[src/rtl/fts_pkg.sv]
// Shared constants, codes and types for the fault-tolerant stack.
package fts_pkg;

    localparam int DEPTH_DEFAULT = 256;

    localparam int DATA_W  = 32;
    localparam int SKIP_W  = 7;
    localparam int COUNT_W = 9;
    localparam int POS_W   = 8;
    localparam int CMD_W   = 2;
    localparam int NCNT_W  = 8;
    localparam int PADDR_W = 3;
    localparam int PDATA_W = 32;

    localparam logic [DATA_W-1:0] INVERT_ALL   = 32'hFFFF_FFFF;
    localparam logic [SKIP_W-1:0] SKIP_RESET   = 7'd3;
    localparam logic [DATA_W-1:0] MARKER_RESET = 32'hDEAD_BEEF;

    // Register index is paddr[2]
    localparam logic REG_SKIP   = 1'b0;
    localparam logic REG_MARKER = 1'b1;

    typedef enum logic [CMD_W-1:0] {
        OP_PUSH   = 2'd0,
        OP_POP    = 2'd1,
        OP_PEEK   = 2'd2,
        OP_INJECT = 2'd3
    } fts_op_t;

    typedef enum logic [2:0] {
        ST_IDLE,
        ST_PUSH,
        ST_SCAN,
        ST_CHECK,
        ST_INJ_RD,
        ST_INJ_WR
    } fts_state_t;

    typedef struct packed {
        logic [DATA_W-1:0]        marker;
        logic signed [DATA_W-1:0] value;
        logic signed [DATA_W-1:0] copy;
    } fts_cell_t;

    typedef struct packed {
        logic [SKIP_W-1:0] skip_limit;
        logic [DATA_W-1:0] marker_word;
    } fts_cfg_t;

    typedef struct packed {
        logic load;       // latch item, start scan at top
        logic push;       // write full cell at top, raise top
        logic scan_rd;    // read cell below scan pointer, step down
        logic inj_rd;     // read cell at position
        logic inj_wr;     // write back cell with inverted marker
        logic fin;        // issue result
        logic fin_ok;
        logic fin_value;  // result carries value of last read cell
        logic fin_pop;    // top takes scan pointer
    } fts_cmd_t;

    typedef struct packed {
        logic full;
        logic scan_end;
        logic cell_good;
        logic pos_ok;
    } fts_stat_t;

endpackage

[src/rtl/fts_ctrl.sv]
// Controller: sequences push, scan and fault injection.
module fts_ctrl (
    input  logic                        clk,
    input  logic                        rst_n,
    input  logic                        start,
    input  logic [fts_pkg::CMD_W-1:0]   cmd,
    input  fts_pkg::fts_stat_t          stat,
    output fts_pkg::fts_cmd_t           ctl,
    output logic                        busy
);

    fts_pkg::fts_state_t state_reg, state_next;
    fts_pkg::fts_op_t    op_reg, op_next;

    always_ff @(posedge clk or negedge rst_n)
    begin
        if (!rst_n)
        begin
            state_reg <= fts_pkg::ST_IDLE;
            op_reg    <= fts_pkg::OP_PUSH;
        end
        else
        begin
            state_reg <= state_next;
            op_reg    <= op_next;
        end
    end

    always_comb
    begin
        state_next = state_reg;
        op_next    = op_reg;
        ctl        = '0;
        case (state_reg)
            fts_pkg::ST_IDLE:
            begin
                if (start)
                begin
                    ctl.load = 1'b1;
                    op_next  = fts_pkg::fts_op_t'(cmd);
                    case (fts_pkg::fts_op_t'(cmd))
                        fts_pkg::OP_PUSH:   state_next = fts_pkg::ST_PUSH;
                        fts_pkg::OP_POP:    state_next = fts_pkg::ST_SCAN;
                        fts_pkg::OP_PEEK:   state_next = fts_pkg::ST_SCAN;
                        fts_pkg::OP_INJECT: state_next = fts_pkg::ST_INJ_RD;
                        default:            state_next = fts_pkg::ST_IDLE;
                    endcase
                end
            end
            fts_pkg::ST_PUSH:
            begin
                ctl.push   = !stat.full;
                ctl.fin    = 1'b1;
                ctl.fin_ok = !stat.full;
                state_next = fts_pkg::ST_IDLE;
            end
            fts_pkg::ST_SCAN:
            begin
                if (stat.scan_end)
                begin
                    // nothing valid within reach: pop keeps the lowered top
                    ctl.fin     = 1'b1;
                    ctl.fin_pop = (op_reg == fts_pkg::OP_POP);
                    state_next  = fts_pkg::ST_IDLE;
                end
                else
                begin
                    ctl.scan_rd = 1'b1;
                    state_next  = fts_pkg::ST_CHECK;
                end
            end
            fts_pkg::ST_CHECK:
            begin
                if (stat.cell_good)
                begin
                    ctl.fin       = 1'b1;
                    ctl.fin_ok    = 1'b1;
                    ctl.fin_value = 1'b1;
                    ctl.fin_pop   = (op_reg == fts_pkg::OP_POP);
                    state_next    = fts_pkg::ST_IDLE;
                end
                else
                begin
                    state_next = fts_pkg::ST_SCAN;
                end
            end
            fts_pkg::ST_INJ_RD:
            begin
                if (stat.pos_ok)
                begin
                    ctl.inj_rd = 1'b1;
                    state_next = fts_pkg::ST_INJ_WR;
                end
                else
                begin
                    ctl.fin    = 1'b1;
                    state_next = fts_pkg::ST_IDLE;
                end
            end
            fts_pkg::ST_INJ_WR:
            begin
                ctl.inj_wr = 1'b1;
                ctl.fin    = 1'b1;
                ctl.fin_ok = 1'b1;
                state_next = fts_pkg::ST_IDLE;
            end
            default:
            begin
                state_next = fts_pkg::ST_IDLE;
            end
        endcase
    end

    assign busy = (state_reg != fts_pkg::ST_IDLE);

endmodule

[config.mk]
export PLATFORM = sky130hd
export DESIGN_NAME = fts_ctrl
export DESIGN_NICKNAME = d
export VERILOG_FILES = /design/src/rtl/fts_pkg.sv /design/src/rtl/fts_ctrl.sv
export SDC_FILE = /design/constraint.sdc
export NUM_CORES = 1
export LEC_CHECK = 0
export ABC_AREA = 1
export BUFFER_PORTS_ARGS = -buffer_cell sky130_fd_sc_hd__buf_2
export CORE_AREA = 2 2 39 41
export DETAILED_ROUTE_END_ITERATION = 8
export DIE_AREA = 0 0 41 43
export GPL_TIMING_DRIVEN = 0
export MAX_ROUTING_LAYER = met4
export PLACE_DENSITY = 0.65
export SYNTH_ARGS = -nofsm -noshare
export SYNTH_HDL_FRONTEND = slang
export SYNTH_SLANG_ARGS = --single-unit
[constraint.sdc]
create_clock -name clk -period 2.4 [get_ports clk]
set_clock_uncertainty 0.1 [all_clocks]
set_input_delay 0.48 -clock clk [delete_from_list [all_inputs] [get_ports clk]]
set_output_delay 0.48 -clock clk [all_outputs]
set_load 0.02 [all_outputs]
---- Word level (Yosys, flattened, before mapping) ----
Cells that the tools add are included.
Widths: inputs -> output; s select.
word-level totals
  flip-flop bits (word level) ............. 5
  output and inout port bits .............. 10
cells by class
  equal/unequal tests ..................... 10
  muxes and demuxes ....................... 22
  reduce and logical (&&, ||, !) cells .... 7
operator list
  kind                count
  $mux 1              12
  $pmux 3 s4          1
  $pmux 3 s3          1
  $eq 3x2->1 const B  2
  $eq 3x3->1 const B  2
  $mux 3              2
  $eq 2x1->1 const B  2
  $eq 2x2->1 const B  2
  $mux 2              2
  $mux 4              1
  $pmux 1 s4          1
  $reduce_or 2->1     2
  $eq 3x1->1 const B  1
  $logic_not 3->1     1
  $pmux 1 s3          1
  $reduce_bool 3->1   1
  $logic_not 2->1     1
  $ne 2x2->1 const B  1
  $pmux 1 s2          1
  $reduce_and 2->1    1
  $logic_not 1->1     1

---- Depth between registers and ports, before layout ----
Gate-level depths: netlist (run 1).
  depth after elaboration ................. 5
  mapped depth ............................ 6

---- Worst setup path before layout (run 1) ----
OpenSTA, ideal clock, no wires.
  path kind ............................... flip-flop to output port
  start ................................... reg state_reg[1]
  end ..................................... out ctl[0] (netlist name)
  data arrival time ....................... 1.067 ns
  data required time ...................... 1.820 ns
  slack ................................... 0.753 ns
  stages on the path, launching flop included .. 5
  buffers on the path ..................... 0
  cell sequence ........................... dfrtp_1 -> nand2_1 -> nor2_1 -> nand2_1 -> a21oi_1
RTL lines
  item                    line            text
  start, declared         fts_ctrl.sv:12  fts_pkg::fts_state_t state_reg, state_next;
  start signal, assigned  fts_ctrl.sv:19  state_reg <= fts_pkg::ST_IDLE;
  start signal, assigned  fts_ctrl.sv:24  state_reg <= state_next;
  end, declared           fts_ctrl.sv:8   output fts_pkg::fts_cmd_t ctl,

==> metrics.yaml, run 1 <==
grt_pass1_vias: 358
setup_viol: 0
slew_viol_final: 0
dieArea_um2: 1760
worst_setup_path_start_kind: "flop"
internal-power_uw: 304
numCtsBuffers: 3
path_class: "flop to output port"
hold_depth: 3
drive_gt1_frac: 0.395
peakVddDrop_uv: 511
gr-usage-all-layers: 0.112
avgSynthCellArea_um2: 6.95
final_antenna_net_count: 0
clock_latency_ns: 0.24
drtPass1Iterations: 3
fin_crit_ns: 1.91
num_vias: 425
worstRegToRegCells: 3
rows: 14
cts_tree: "yes"
postSynthCellCount: 58
fill_cells: 159
pwr-share-comb: 0.573
fin_crit_sh: 0.795
yosysUniqueCellTypes: 17
power.density_nw_per_um2: 1080
wirelength_um: 751
pwr-share-clk: 0.158
tightest_slew_ns: 0.271
critPathMaxFanout: 3
layout_common_cells: "buf_2 (18), inv_1 (13), nand2_1 (10), nand3_1 (9), dfrtp_1 (5)"
cap_violations: 0
synth_top_area_frac: 0.311
slowest_delay_ns: 0.41
hold_viol: 0
crit_top_cell: "inv_2"
fin_ws_ns: 0.492
root_buffer: "clkbuf_4"
pre_cts_ws_ns: 0.730
largest_reg_flops: 3
avgRoutedWirePerCell_um: 7.74
grt_max_degree: 8
slew_headroom: 0.819
area_growth_pct: 36.3
netSwitchingPower_uw: 291
final_common_cell: "buf_2"
place_hpwl_um: 674
critPathArrivalTime_ns: 1.33
seqPwrFrac: 0.269
swShare: 0.490
setup_tns_ns: 0
clockBufferDepth: 2
worst-path-stages: 6
cp.required_ns: 1.82
synth_seq_cells: 5
fin_nets: 93
path_buf_inv: 3
max_freq_mhz: 524
drc: 0
die_x_um: 41
ys_warn_count: 0
path_delay_family: "simple AND/OR/NAND/NOR gates"
synth_nets: 69
status: "completed"
gp_congestion: 0.729
netlist_area_um2: 403
synth_area_leader_cell: "dfrtp_1"
netlist_top_cells_area: "dfrtp_1 (31%), inv_1 (12%), nand3_1 (11%), nand2_1 (9.3%), ha_1 (6.2%)"
first_iter_violations: 5
hp-class: "primary input to flop"
cp_slowest_cell: "dfrtp_1"
vias_per_cell: 4.38
core_um2: 1380
rsz0062_at_grt: "no"
end_kind: "output port"
num_antenna_cells: 0
grt_pass1_wl_um: 1280
crit_chain: "inv_2, nor2_2, inv_2, or2_4, nand3_1, buf_2"
dieHeight_um: 43
htreeDepth: 1
seq_area_frac_synth: 0.311
cts_resized: 0
start_util: 0.291
grt_remaining_overflow: 0
cts.sinks: 5
cts.clk_slew.worst_paths_ns: 0.04
total_leakage_power_nw: 0.359
antenna_found_initial: 0
io_buffer_count: 18
ios: 19
cell type report:
class	instances	area (µm²)	area share
multi-input cells	37	218	0.396
flip-flops and latches	5	125	0.228
repair buffers	19	100	0.182
inverters	16	60.1	0.109
well taps	16	20.0	0.0364
clock buffers	4	26.3	0.0478
Yosys cell counts:
library cell,count
a21boi_0,1
a21oi_1,1
dfrtp_1,5
ha_1,2
inv_1,13
inv_2,3
nand2_1,10
nand2_4,1
nand3_1,9
nand3_2,1
nand3b_1,1
nand4_1,1
nor2_1,2
nor2_2,4
nor2_4,1
o21ai_0,2
or2_4,1
tightest hold or removal path: cells and delay by family:
kind,cells,cell delay (ns)
AND/OR/NAND/NOR,2,0.10
buffers and inverters,1,0.10
kinds of logic (layout without fill, tap and decap cells):
kind of cell | count (synthesis) | after routing | synth area share
simple gates | 31 | 31 | 0.422
buf+inv | 16 | 39 | 0.149
flops | 5 | 5 | 0.311
compound gates | 4 | 4 | 0.0559
fa+ha+maj | 2 | 2 | 0.0621
stage by stage:
| step | hold slack, ns | cell area [µm²] | cells | power [mW] | utilization |
|---|---|---|---|---|---|
| floorplan | 0.0844 | 403 | 58 | 0.415 | - |
| global placement | 0.195 | 513 | 92 | 0.501 | 0.371 |
| detailed placement | 0.195 | 513 | 92 | 0.508 | 0.371 |
| CTS | 0.381 | 549 | 97 | 0.608 | 0.397 |
| global route | 0.410 | 549 | 97 | 0.662 | 0.397 |
| finish | 0.384 | 549 | 97 | 0.595 | 0.397 |
what timing repair did:
action                    4_1_cts  5_1_grt
hold endpoints to repair        5        0
hold buffers                    1        0
buffers inserted                0        0
per-layer routing:
metal	up-vias	global-route usage	part of all wire
li1	225	-	-
met1	183	0.111	0.39
met2	17	0.184	0.49
met3	0	0.0628	0.11
met4	0	0.0200	0
met5	-	-	0
worst paths after layout:
| kind | start | end | slack, ns |
|---|---|---|---|
| min in group asynchronous | rst_n | state_reg[2] | 0.48 |
| max in group asynchronous | rst_n | op_reg[1] | 1.59 |
| worst min register to register | op_reg[1] | op_reg[1] | 0.40 |
| worst max register to register | state_reg[0] | state_reg[2] | 1.21 |
| worst max-delay path | state_reg[0] | ctl[2] | 0.49 |
| worst min-delay path | cmd[1] | op_reg[1] | 0.38 |
power groups by stage:
| stage | Sequential (mW) | Combinational, mW | Clock, mW |
|---|---|---|---|
| 2_1_floorplan | 0.155 | 0.260 | 0 |
| 5_1_grt | 0.165 | 0.393 | 0.104 |
| 6_report | 0.160 | 0.341 | 0.0940 |
| 3_3_place_gp | 0.160 | 0.341 | 0 |
| 3_5_place_dp | 0.162 | 0.346 | 0 |
| 4_1_cts | 0.161 | 0.349 | 0.0989 |
(Power assumes the default switching activity.)
==> inputs of run 2 (changes only) <==
ABC_AREA = 0   (was 1)
PLACE_DENSITY = 0.66   (was 0.65)
clock period = 1.8 ns   (was 2.4 ns; I/O delays follow)
==> metrics.yaml, run 2 <==
status: "finished, violations left"
violations: "negative setup slack"
design_area_um2: 639
fin_nets: 84
seqPwrFrac: 0.236
setup_viol: 2
htreeDepth: 1
largest_reg_flops: 3
max_freq_mhz: 548
synth_seq_cells: 5
num_vias: 413
core_um2: 1380
internal-power_uw: 530
root_buffer: "clkbuf_4"
first_iter_violations: 7
final_antenna_net_count: 0
synth_nets: 55
area_growth_pct: 55.3
dieHeight_um: 43
die_x_um: 41
cts_tree: "yes"
ios: 19
wl_met3_um: 72
fin_crit_ns: 1.82
grt_pass1_wl_um: 1440
rows: 14
start_util: 0.297
slew_headroom: 0.830
tightest_slew_ns: 0.253
seq_area_frac_synth: 0.304
setup_tns_ns: -0.0340
synth_edf_count: 0
synth_flop_cell: "dfrtp_1"
netlist_top_cells_area: "dfrtp_1 (30%), a211oi_1 (7.3%), ha_1 (6.1%), mux2_1 (5.5%), nor3b_4 (4.6%)"
drtPass1Iterations: 4
highest_layer: "met3"
layout_common_cells: "buf_2 (16), buf_4 (8)"
power.density_nw_per_um2: 1430
wl_met1_um: 455
fin_cells: 88
gp_congestion: 0.670
rsz0062_at_grt: "yes"
gr-usage-all-layers: 0.127
synth_area_leader_cell: "dfrtp_1"
critPathMaxFanout: 3
grt_max_degree: 11
pwr-share-clk: 0.134
peakVddDrop_uv: 530
drive_gt1_frac: 0.528
grt_remaining_overflow: 0
yosysUniqueCellTypes: 28
fin_crit_sh: 1.01
end_kind: "output port"
hp-class: "primary input to flop"
clock_latency_ns: 0.23
dpl.cell_count: 78
slew_viol_final: 0
drc: 0
fin_ws_ns: -0.0247
netlist_area_um2: 412
avgSynthCellArea_um2: 9.36
worst_setup_path_start_kind: "flop"
critPathArrivalTime_ns: 1.36
dieArea_um2: 1760
avgRoutedWirePerCell_um: 11.2
yosysMostFrequentCell: "dfrtp_1"
antenna_found_initial: 0
ys_top_cells_by_count: "dfrtp_1 (5), a211oi_1 (4), inv_1 (4)"
num_antenna_cells: 0
cts.clk_slew.worst_paths_ns: 0.04
cts.sinks: 5
postPlaceCellArea_um2: 528
wirelength_um: 988
cap_violations: 0
pwr-share-comb: 0.629
netSwitchingPower_uw: 385
p_total_uw: 916
grt_pass1_vias: 359
wl_met2_um: 460
cp.required_ns: 1.34
final_common_cell: "buf_2"
ys_warn_count: 0
swShare: 0.421
postSynthCellCount: 44
synth_top_area_frac: 0.304
vias_per_cell: 4.69
io_buffer_count: 18
path_class: "flop to output port"
hold_viol: 0
clockBufferDepth: 2
total_leakage_power_nw: 0.319
synthArstFlopShare: 1.00
utilization: 0.462
numCtsBuffers: 3
place_hpwl_um: 710
[run 2: worst max-delay path, cell delays in order (launching register included)]
cell and delay (ns):
dfrtp_1 0.39, nand2b_4 0.15, or3b_1 0.36, o221ai_2 0.07, buf_4 0.16
[run 2: cell type report]
| class | count | area (µm²) |
|---|---|---|
| multi-input cells | 32 | 283 |
| fillers | 133 | 744 |
| plain buffers | 3 | 20.0 |
| well taps | 16 | 20.0 |
| repair buffers | 24 | 149 |
| inverters | 4 | 15.0 |
| flip-flops and latches | 5 | 126 |
| clock buffers | 4 | 26.3 |
[run 2: worst paths after layout]
kind                         startpoint            to  slack, ns  depth (start not counted)
max in group asynchronous         rst_n  state_reg[0]       1.09                          2
setup / recovery           state_reg[2]        ctl[3]      -0.02                          4
min in group asynchronous         rst_n  state_reg[1]       0.37                          2
hold / removal                   cmd[1]     op_reg[1]       0.28                          2
hold reg to reg               op_reg[0]     op_reg[0]       0.39                          1
setup reg to reg           state_reg[1]     op_reg[0]       0.32                          4
[run 2: cells by family after synthesis]
family / after synthesis / share of synthesized area
adders and majority gates: 2 / 0.0608
DFF: 5 / 0.304
muxes: 3 / 0.0790
and+or+nand+nor: 19 / 0.344
buffers and inverters: 7 / 0.0790
AOI/OAI and AO/OA: 8 / 0.134
[run 2: metrics by stage]
step | setup WS, ns | hold slack (ns)
finish | -0.0247 | 0.282
global route | -0.0765 | 0.285
CTS | -0.0394 | 0.274
detailed placement | 0.0262 | 0.0798
global placement | 0.0215 | 0.0739
floorplan | 0.180 | -0.0356
[run 2: power by group through the flow]
stage / combinational, mW / clock, mW / sequential (mW)
2_1_floorplan: 0.338 / 0 / 0.200
3_3_place_gp: 0.449 / 0 / 0.209
3_5_place_dp: 0.452 / 0 / 0.209
4_1_cts: 0.493 / 0.131 / 0.213
5_1_grt: 0.622 / 0.137 / 0.223
6_report: 0.576 / 0.123 / 0.216
[run 2: timing repair]
action | CTS | global route
hold buffers | 1 | 0
pin swaps | 1 | 1
gates resized for setup | 4 | 7
hold endpoints to repair | 5 | 0
setup endpoints to repair | 4 | 6
setup buffers | 2 | 3
[run 2: layer usage]
layer  up-vias  track usage
li1        214            -
met1       183        0.149
met2        16        0.184
met3         0       0.0157
met4         0        0.100
met5         -            -
