[src/rtl/fts_pkg.sv]
// Shared constants, codes and types for the fault-tolerant stack.
package fts_pkg;

    localparam int DEPTH_DEFAULT = 256;

    localparam int DATA_W  = 32;
    localparam int SKIP_W  = 7;
    localparam int COUNT_W = 9;
    localparam int POS_W   = 8;
    localparam int CMD_W   = 2;
    localparam int NCNT_W  = 8;
    localparam int PADDR_W = 3;
    localparam int PDATA_W = 32;

    localparam logic [DATA_W-1:0] INVERT_ALL   = 32'hFFFF_FFFF;
    localparam logic [SKIP_W-1:0] SKIP_RESET   = 7'd3;
    localparam logic [DATA_W-1:0] MARKER_RESET = 32'hDEAD_BEEF;

    // Register index is paddr[2]
    localparam logic REG_SKIP   = 1'b0;
    localparam logic REG_MARKER = 1'b1;

    typedef enum logic [CMD_W-1:0] {
        OP_PUSH   = 2'd0,
        OP_POP    = 2'd1,
        OP_PEEK   = 2'd2,
        OP_INJECT = 2'd3
    } fts_op_t;

    typedef enum logic [2:0] {
        ST_IDLE,
        ST_PUSH,
        ST_SCAN,
        ST_CHECK,
        ST_INJ_RD,
        ST_INJ_WR
    } fts_state_t;

    typedef struct packed {
        logic [DATA_W-1:0]        marker;
        logic signed [DATA_W-1:0] value;
        logic signed [DATA_W-1:0] copy;
    } fts_cell_t;

    typedef struct packed {
        logic [SKIP_W-1:0] skip_limit;
        logic [DATA_W-1:0] marker_word;
    } fts_cfg_t;

    typedef struct packed {
        logic load;       // latch item, start scan at top
        logic push;       // write full cell at top, raise top
        logic scan_rd;    // read cell below scan pointer, step down
        logic inj_rd;     // read cell at position
        logic inj_wr;     // write back cell with inverted marker
        logic fin;        // issue result
        logic fin_ok;
        logic fin_value;  // result carries value of last read cell
        logic fin_pop;    // top takes scan pointer
    } fts_cmd_t;

    typedef struct packed {
        logic full;
        logic scan_end;
        logic cell_good;
        logic pos_ok;
    } fts_stat_t;

endpackage

[src/rtl/fts_regs.sv]
// APB configuration registers: skip limit and marker word.
module fts_regs (
    input  logic                         clk,
    input  logic                         rst_n,
    input  logic                         psel,
    input  logic                         penable,
    input  logic                         pwrite,
    input  logic [fts_pkg::PADDR_W-1:0]  paddr,
    input  logic [fts_pkg::PDATA_W-1:0]  pwdata,
    output logic [fts_pkg::PDATA_W-1:0]  prdata,
    output logic                         pready,
    output fts_pkg::fts_cfg_t            cfg
);

    logic [fts_pkg::SKIP_W-1:0] skip_reg;
    logic [fts_pkg::DATA_W-1:0] marker_reg;
    logic                       wr_en;

    assign pready = 1'b1;
    assign wr_en  = psel && penable && pwrite;

    always_ff @(posedge clk or negedge rst_n)
    begin
        if (!rst_n)
        begin
            skip_reg   <= fts_pkg::SKIP_RESET;
            marker_reg <= fts_pkg::MARKER_RESET;
        end
        else if (wr_en)
        begin
            if (paddr[2] == fts_pkg::REG_SKIP)
            begin
                skip_reg <= pwdata[fts_pkg::SKIP_W-1:0];
            end
            else
            begin
                marker_reg <= pwdata[fts_pkg::DATA_W-1:0];
            end
        end
    end

    always_comb
    begin
        if (paddr[2] == fts_pkg::REG_MARKER)
        begin
            prdata = marker_reg;
        end
        else
        begin
            prdata = {{(fts_pkg::PDATA_W - fts_pkg::SKIP_W){1'b0}}, skip_reg};
        end
    end

    assign cfg.skip_limit  = skip_reg;
    assign cfg.marker_word = marker_reg;

endmodule

[config.mk]
export PLATFORM = sky130hd
export DESIGN_NAME = fts_regs
export DESIGN_NICKNAME = d
export VERILOG_FILES = /design/src/rtl/fts_pkg.sv /design/src/rtl/fts_regs.sv
export SDC_FILE = /design/constraint.sdc
export NUM_CORES = 1
export LEC_CHECK = 0
export ABC_AREA = 1
export ABC_CLOCK_PERIOD_IN_PS = 890
export BUFFER_PORTS_ARGS = -buffer_cell sky130_fd_sc_hd__buf_2
export CORE_MARGIN = 2
export CORE_UTILIZATION = 43
export CTS_CLUSTER_SIZE = 12
export DETAILED_ROUTE_END_ITERATION = 8
export PLACE_DENSITY = 0.79
export SYNTH_ARGS = -nofsm -noshare
export SYNTH_HDL_FRONTEND = slang
export SYNTH_SLANG_ARGS = --single-unit
[constraint.sdc]
create_clock -name clk -period 0.89 [get_ports clk]
set_input_delay 0 -clock clk [delete_from_list [all_inputs] [get_ports clk]]
set_output_delay 0 -clock clk [all_outputs]
set_load 0.05 [all_outputs]
==> results of run 1 <==
-- stage by stage --
stage	hold WS [ns]	setup slack, ns	setup TNS [ns]
after CTS	0.134	-0.247	-11.29
after global placement	-0.0996	-0.0247	-0.0715
after detailed placement	-0.0885	-0.0394	-0.334
after floorplan	-0.296	-0.0949	-2.04
-- what timing repair did --
| action | 4_1_cts |
|---|---|
| hold endpoints to repair | 58 |
| resized for setup | 183 |
| hold buffers | 33 |
| setup buffers | 7 |
| pin swaps | 2 |
| setup endpoints to repair | 71 |
| cloned | 0 |
-- kinds of logic after synthesis --
logic type / after synthesis / synth area share (%)
buf+inv: 43 / 10.3
flops: 39 / 53.2
simple gates: 167 / 36.3
other cells: 1 / 0.198
-- Yosys cell counts (all sizes together) --
library cell	instances	area (um^2)
dfstp	26	683
nand4	2	12.5
dfrtp	13	325
nand3	39	195
nor2	1	11.3
buf	15	90.1
nand2	125	469
clkbuf	1	3.75
conb	1	3.75
inv	27	101
==> impl_metrics.json, run 1 <==
{
  "status": "stopped before the end",
  "outcome.stop_stage": "5_1_grt",
  "tool.error": "[ERROR DPL-0033] detailed placement checks failed during check placement.",
  "io_buffers": 108,
  "ctsHtreeMaxLevel": 2,
  "placed_cells": 414,
  "cts_num_sinks": 39,
  "antenna_found_initial": 0,
  "grt_max_degree": 41,
  "worst_path_end_type": "primary output",
  "grt_worst_setup_endpoint": "prdata[27]",
  "ys_ff_latch": 39,
  "gp_congestion": 0.797,
  "clockRootBuffer": "clkbuf_8",
  "die_y_um": 70.4,
  "dp_hpwl_um": 3790,
  "initial_core_util_pct": 44.1,
  "synth_warnings": 0,
  "synth_nets": 290,
  "numCtsBuffers": 5,
  "synth_area_per_cell_um2": 7.58,
  "syn_area_mm2": 0.00190,
  "die_w_um": 70.4,
  "synth.distinct_cells": 12,
  "place_area_mm2": 0.00283,
  "yosysSeqAreaShare_pct": 53.2,
  "synthCells": 250,
  "rows": 24,
  "clockBufferDepth": 2,
  "io_pins": 112
}
==> run 2: changes to the inputs <==
--- a/config.mk
+++ b/config.mk
@@ -9,10 +9,9 @@
 export ABC_CLOCK_PERIOD_IN_PS = 890
 export BUFFER_PORTS_ARGS = -buffer_cell sky130_fd_sc_hd__buf_2
 export CORE_MARGIN = 2
-export CORE_UTILIZATION = 43
-export CTS_CLUSTER_SIZE = 12
+export CORE_UTILIZATION = 40
 export DETAILED_ROUTE_END_ITERATION = 8
-export PLACE_DENSITY = 0.79
+export PLACE_DENSITY_LB_ADDON = 0.15
 export SYNTH_ARGS = -nofsm -noshare
 export SYNTH_HDL_FRONTEND = slang
 export SYNTH_SLANG_ARGS = --single-unit
==> run 2 against run 1 <==
  * The flow now finishes, with violations (negative setup slack)
  * Area after synthesis unchanged
  * Synthesized cell count unchanged
==> impl_metrics.json, run 2 <==
{
  "reg2reg_from": "skip_reg[1]",
  "routed_via_density": 4.92,
  "wire_per_inst_um": 15.7,
  "antenna_found_initial": 0,
  "dp_hpwl_um": 3600,
  "synth_top_area_share_pct": 36.0,
  "syn2layout_area_growth_pct": 117,
  "fin_worst_skew_ns": 0,
  "gr-usage-met2_pct": 46.0,
  "grt_max_degree": 40,
  "status": "finished, violations left",
  "path_cells": "nand2_2, clkinvlp_4, buf_8",
  "die_y_um": 72.8,
  "crit_required_ns": 0.89,
  "ant_nets": 0,
  "fmax_ghz": 0.848,
  "drive_above_1_share_pct": 60.8,
  "io_pins": 112,
  "dp_slack_ns": -0.0250,
  "cts_num_sinks": 39,
  "cp_max_fo": 3,
  "clockBufferDepth": 2,
  "arrival_ns": 1.18,
  "grt_pass1_vias": 2177,
  "synth_nets": 290,
  "cap_violations": 0,
  "clockRootBuffer": "clkbuf_8",
  "largest_reg_flops": 32,
  "cp-end-kind": "output port",
  "multi_input_area_um2": 817,
  "n_antenna_cell": 0,
  "synth_flop_cell": "dfstp_2",
  "rsz0062_at_grt": "true",
  "ys_top_cells_by_area": "dfstp_2 36%, nand2_1 25%, dfrtp_1 17%",
  "grtUsageMet3_pct": 4.97,
  "initial_core_util_pct": 40.7,
  "top_usage_layer": "met2",
  "grt_remaining_overflow": 0,
  "synth_area_per_cell_um2": 7.58,
  "worstHoldStart": "penable",
  "power_density_mw_per_mm2": 2170,
  "die_w_um": 72.8,
  "violations": "negative setup slack",
  "synth_edf_count": 0,
  "ys_ff_latch": 39,
  "numCtsBuffers": 5,
  "grt_pass1_wl_um": 10600,
  "hp-class": "primary input to register",
  "clk_pin_slew_worst_paths_ns": 0.08,
  "min_delay_path_depth": 5,
  "finalSetupViolations": 61,
  "worst_ir_drop_vdd_uv": 1540,
  "routed_wl_um": 7430,
  "drcViolationCount": 0,
  "final_common_cell": "nand2_1",
  "register_area_mm2": 0.00102,
  "synth_most_common_cell": "nand2_1",
  "syn_area_mm2": 0.00190,
  "dieArea_mm2": 0.00531,
  "ff2ff_path_depth": 4,
  "synthCells": 250,
  "final_cell_mix": "87 x nand2_1, 52 x buf_8, 39 x nand3_1",
  "final_nets": 457,
  "drt_iter0_markers": 136,
  "gp_congestion": 0.798,
  "fin_cells": 472,
  "crit_path_max_incr_delay_ns": 0.57,
  "rows": 25,
  "p_leak_nw": 1.93,
  "synth.distinct_cells": 12,
  "startpoint_type": "register",
  "r2r_end": "skip_reg[1]",
  "synth_commonest_cells": "125 x nand2_1, 39 x nand3_1, 27 x inv_1",
  "finalWorstSetupSlack_ns": -0.290,
  "hold_viol_final": 0,
  "drt_pass1_iterations": 4,
  "synth_warnings": 0,
  "io_buffers": 108,
  "fin_crit_ns": 1.18,
  "synth_top_cell_by_area": "dfstp_2",
  "final_core_util_pct": 88.1,
  "insertion_delay_ns": 0.29,
  "critPathSlowestCell": "dfstp_2",
  "core_mm2": 0.00466,
  "worstSetupPathType": "register to output port",
  "fin_crit_sh_pct": 133,
  "yosysSeqAreaShare_pct": 53.2,
  "grtUsageTotal_pct": 26.0,
  "placed_cells": 416,
  "worst-r2r-setup-slack_ns": -0.01,
  "fillers": 207,
  "async_flop_share_pct": 100,
  "cts_tree": "done",
  "vias": 2321,
  "grtUsageMet1_pct": 31.3,
  "holdPathEnd": "skip_reg[0]",
  "drv_slew": 0,
  "ctsHtreeMaxLevel": 2
}
## run 2: cell counts after synthesis
No cell type changed its count.
## run 2: power breakdown
group | leakage, nW | switching (mW) | internal (mW) | total [mW]
sequential | 0.419 | 0.390 | 2.30 | 2.69
combinational | 1.46 | 2.94 | 2.10 | 5.04
clock | 0.0477 | 0.630 | 0.537 | 1.17
total | 1.93 | 3.96 | 4.94 | 8.90
## run 2: critical path, delay by kind of cell (launching register included)
| family | cells | cell delay (ns) |
|---|---|---|
| AND/OR/NAND/NOR | 1 | 0.08 |
| flip-flops | 1 | 0.57 |
| buffers and inverters | 2 | 0.24 |
## run 2: layout make-up
cell class	count	share of cell area (%)
Tap cell	54	1.65
Sequential cell	39	25.0
Clock inverter	3	0.366
Inverter	27	4.75
Timing Repair Buffer	176	46.7
Clock buffer	5	1.68
Multi-Input combinational cell	168	19.9
## run 2: per-layer routing
layer	vias to the layer above	routed length (um)
met3	16	412
met5	-	0
met2	94	4140
li1	1084	-
met1	1127	2720
met4	0	153
## run 2: what timing repair did
action / 4_1_cts / 5_1_grt
hold buffers: 33 / 0
endpoints found under the setup margin: 71 / 68
buffers inserted: 3 / 12
resized for setup: 190 / 27
pin swaps: 8 / 6
hold endpoints to repair: 78 / 0
## run 2: worst max-delay path by stage
| stage | from | to | slack (ns) | depth (start not counted) |
|---|---|---|---|---|
| after floorplan | marker_reg[10] | prdata[10] | -0.09 | 2 |
| after global placement | marker_reg[0] | prdata[0] | -0.01 | 3 |
| after detailed placement | marker_reg[31] | prdata[31] | -0.03 | 3 |
| after CTS | marker_reg[0] | prdata[0] | -0.25 | 3 |
| after global routing | marker_reg[16] | prdata[16] | -0.33 | 3 |
| final | marker_reg[23] | prdata[23] | -0.29 | 3 |
## run 2: kinds of logic (layout without fill, tap and decap cells)
| family | Yosys count | in the layout | share of synthesized area, % |
|---|---|---|---|
| other cells | 1 | 1 | 0.198 |
| simple gates | 167 | 167 | 36.3 |
| buf+inv | 43 | 211 | 10.3 |
| flops | 39 | 39 | 53.2 |
## run 2: per-stage QoR
stage | setup TNS (ns) | power [mW] | hold slack, ns | instance area, um^2
floorplan | -2.04 | 5.21 | -0.296 | 2120
global placement | -0.0138 | 6.01 | -0.0191 | 2860
detailed placement | -0.108 | 6.06 | -0.0161 | 2860
CTS | -11.09 | 8.46 | 0.151 | 3910
global route | -14.01 | 9.23 | 0.183 | 4110
finish | -11.90 | 8.90 | 0.166 | 4110
(Power assumes the default switching activity.)
==> run 3: changes to the inputs <==
--- a/config.mk
+++ b/config.mk
@@ -6,12 +6,13 @@
 export NUM_CORES = 1
 export LEC_CHECK = 0
 export ABC_AREA = 1
-export ABC_CLOCK_PERIOD_IN_PS = 890
+export ABC_CLOCK_PERIOD_IN_PS = 1200
 export BUFFER_PORTS_ARGS = -buffer_cell sky130_fd_sc_hd__buf_2
 export CORE_MARGIN = 2
 export CORE_UTILIZATION = 40
 export DETAILED_ROUTE_END_ITERATION = 8
 export PLACE_DENSITY_LB_ADDON = 0.15
+export SLEW_MARGIN = 15
 export SYNTH_ARGS = -nofsm -noshare
 export SYNTH_HDL_FRONTEND = slang
 export SYNTH_SLANG_ARGS = --single-unit
==> constraint.sdc (replaced) <==
create_clock -name clk -period 1.2 [get_ports clk]
set_input_delay 0 -clock clk [delete_from_list [all_inputs] [get_ports clk]]
set_output_delay 0 -clock clk [all_outputs]
set_load 0.05 [all_outputs]
==> run 3 against run 2 <==
  * Global-route usage down 6.2 points
  * Combinational power down 51%
  * Register-to-register slack better by 0.48 ns
  * The run now ends clean
  * Highest routed layer unchanged
  * Critical path depth unchanged
==> impl_metrics.json, run 3 (synthesis results as in run 2) <==
{
  "p_leak_nw": 1.82,
  "die_w_um": 72.8,
  "clkPwrFrac_pct": 18.0,
  "drcViolationCount": 0,
  "finalSetupViolations": 0,
  "syn2layout_area_growth_pct": 58.7,
  "fin_worst_skew_ns": 0,
  "grt_pass1_vias": 1837,
  "rows": 25,
  "routed_via_density": 4.63,
  "combPwrFrac_pct": 46.8,
  "hold_ws_ns": 0.124,
  "die_y_um": 72.8,
  "startpoint_type": "register",
  "wire_per_inst_um": 11.7,
  "crit_path_max_incr_delay_ns": 0.55,
  "drv_slew": 0,
  "insertion_delay_ns": 0.28,
  "arrival_ns": 1.16,
  "post_cts.repair.setup_buffers": 0,
  "antenna_found_initial": 0,
  "status": "finished, final reports clean",
  "final_common_cell": "nand2_1",
  "cp.buffers_inverters": 2,
  "fin_crit_sh_pct": 96.4,
  "p_switching_mw": 2.49,
  "cts_tree": "done",
  "worst_ir_drop_vdd_uv": 850,
  "dp_hpwl_um": 3390,
  "drt_iter0_markers": 103,
  "grt_max_degree": 25,
  "cpLargestDelayFamily": "flip-flops",
  "cp_max_fo": 3,
  "gp_congestion": 0.706,
  "vias": 2063,
  "crit_required_ns": 1.20,
  "pwr-share-seq_pct": 35.2,
  "io_pins": 112,
  "worstSetupPathType": "register to output port",
  "power_density_mw_per_mm2": 1770,
  "io_buffers": 108,
  "routed_wl_um": 5240,
  "ctsHtreeMaxLevel": 2,
  "grtUsageTotal_pct": 19.8,
  "clk_pin_slew_worst_paths_ns": 0.07,
  "initial_core_util_pct": 40.7,
  "grt_remaining_overflow": 0,
  "clockBufferDepth": 2,
  "numCtsBuffers": 5,
  "clockRootBuffer": "clkbuf_8",
  "cap_violations": 0,
  "cts_num_sinks": 39,
  "grt_pass1_wl_um": 8210,
  "n_antenna_cell": 0,
  "fmax_ghz": 0.864,
  "path_cells": "nand2_1, inv_1, buf_4",
  "hp-class": "primary input to register",
  "largest_reg_flops": 32,
  "drive_above_1_share_pct": 38.8,
  "dieArea_mm2": 0.00531,
  "core_mm2": 0.00466,
  "final_nets": 431,
  "finalPower_mw": 5.33,
  "final_cell_mix": "124 x nand2_1, 84 x buf_2, 39 x nand3_1",
  "drt_pass1_iterations": 4,
  "switching_share_pct": 46.7,
  "hold_viol_final": 0,
  "intPower_mw": 2.84,
  "critPathSlowestCell": "dfstp_2",
  "fin_crit_ns": 1.16,
  "fillers": 414,
  "ant_nets": 0,
  "cp-end-kind": "output port"
}
[run 3: cell count changes in the layout (fill, tap and decap cells not counted), sizes merged]
cell      before  now
buf          143  110
inv            2   27
clkinvlp      25    0
clkbuf         5   15
clkinv         3    0
[run 3: final timing paths]
check                                    start        endpoint  slack [ns]  cells past startpoint
worst max-delay path            marker_reg[19]      prdata[19]        0.04                      3
worst max register to register     skip_reg[1]     skip_reg[1]        0.47                      2
max in group asynchronous                rst_n  marker_reg[15]        0.47                      3
min in group asynchronous                rst_n     skip_reg[3]        0.18                      2
worst min-delay path                  paddr[2]     skip_reg[3]        0.12                      4
worst min register to register  marker_reg[23]  marker_reg[23]        0.47                      2
[run 3: timing repair]
action	CTS	global route
hold endpoints to repair	63	0
hold buffers	33	0
gates resized for setup	7	35
cloned	0	0
setup endpoints to repair	7	23
pin swaps	0	1
[run 3: worst register-to-register path: cells and delay by family (launching register included)]
family	cells	cell delay, ns
DFF	1	0.55
and+or+nand+nor	2	0.12
[run 3: layout make-up]
| class | instances | area, um^2 | area share (%) |
|---|---|---|---|
| Timing Repair Buffer | 150 | 1040 | 34.5 |
| Tap cell | 54 | 67.6 | 2.25 |
| Clock buffer | 8 | 100 | 3.33 |
| Multi-Input combinational cell | 168 | 694 | 23.1 |
| Inverter | 27 | 101 | 3.37 |
| Sequential cell | 39 | 1010 | 33.5 |
[run 3: power by group through the flow]
stage,Sequential (mW),Clock [mW],Combinational [mW]
floorplan,2.78,0,0.877
global placement,1.88,0,2.29
global route,1.91,1.05,2.64
finish,1.88,0.960,2.49
CTS,1.88,0.993,2.42
detailed placement,1.89,0,2.31
[run 3: metrics by stage]
step / setup WS (ns) / instances / instance area (um^2) / util [%] / setup TNS [ns]
finish: 0.0432 / 446 / 3010 / 64.6 / 0
global route: -0.00628 / 446 / 3010 / 64.6 / -0.00628
CTS: 0.000188 / 446 / 2940 / 63.0 / 0
detailed placement: 0.254 / 405 / 2490 / 53.4 / 0
global placement: 0.279 / 405 / 2490 / 53.4 / 0
floorplan: 0.0903 / 250 / 1900 / - / 0
[run 3: per-layer routing]
metal	part of all wire [%]	track usage, %	up-vias
met4	0.32	4.94	0
met1	44	24.8	948
met2	50	34.2	79
met5	0	0	-
li1	-	-	1034
met3	5.5	4.83	2
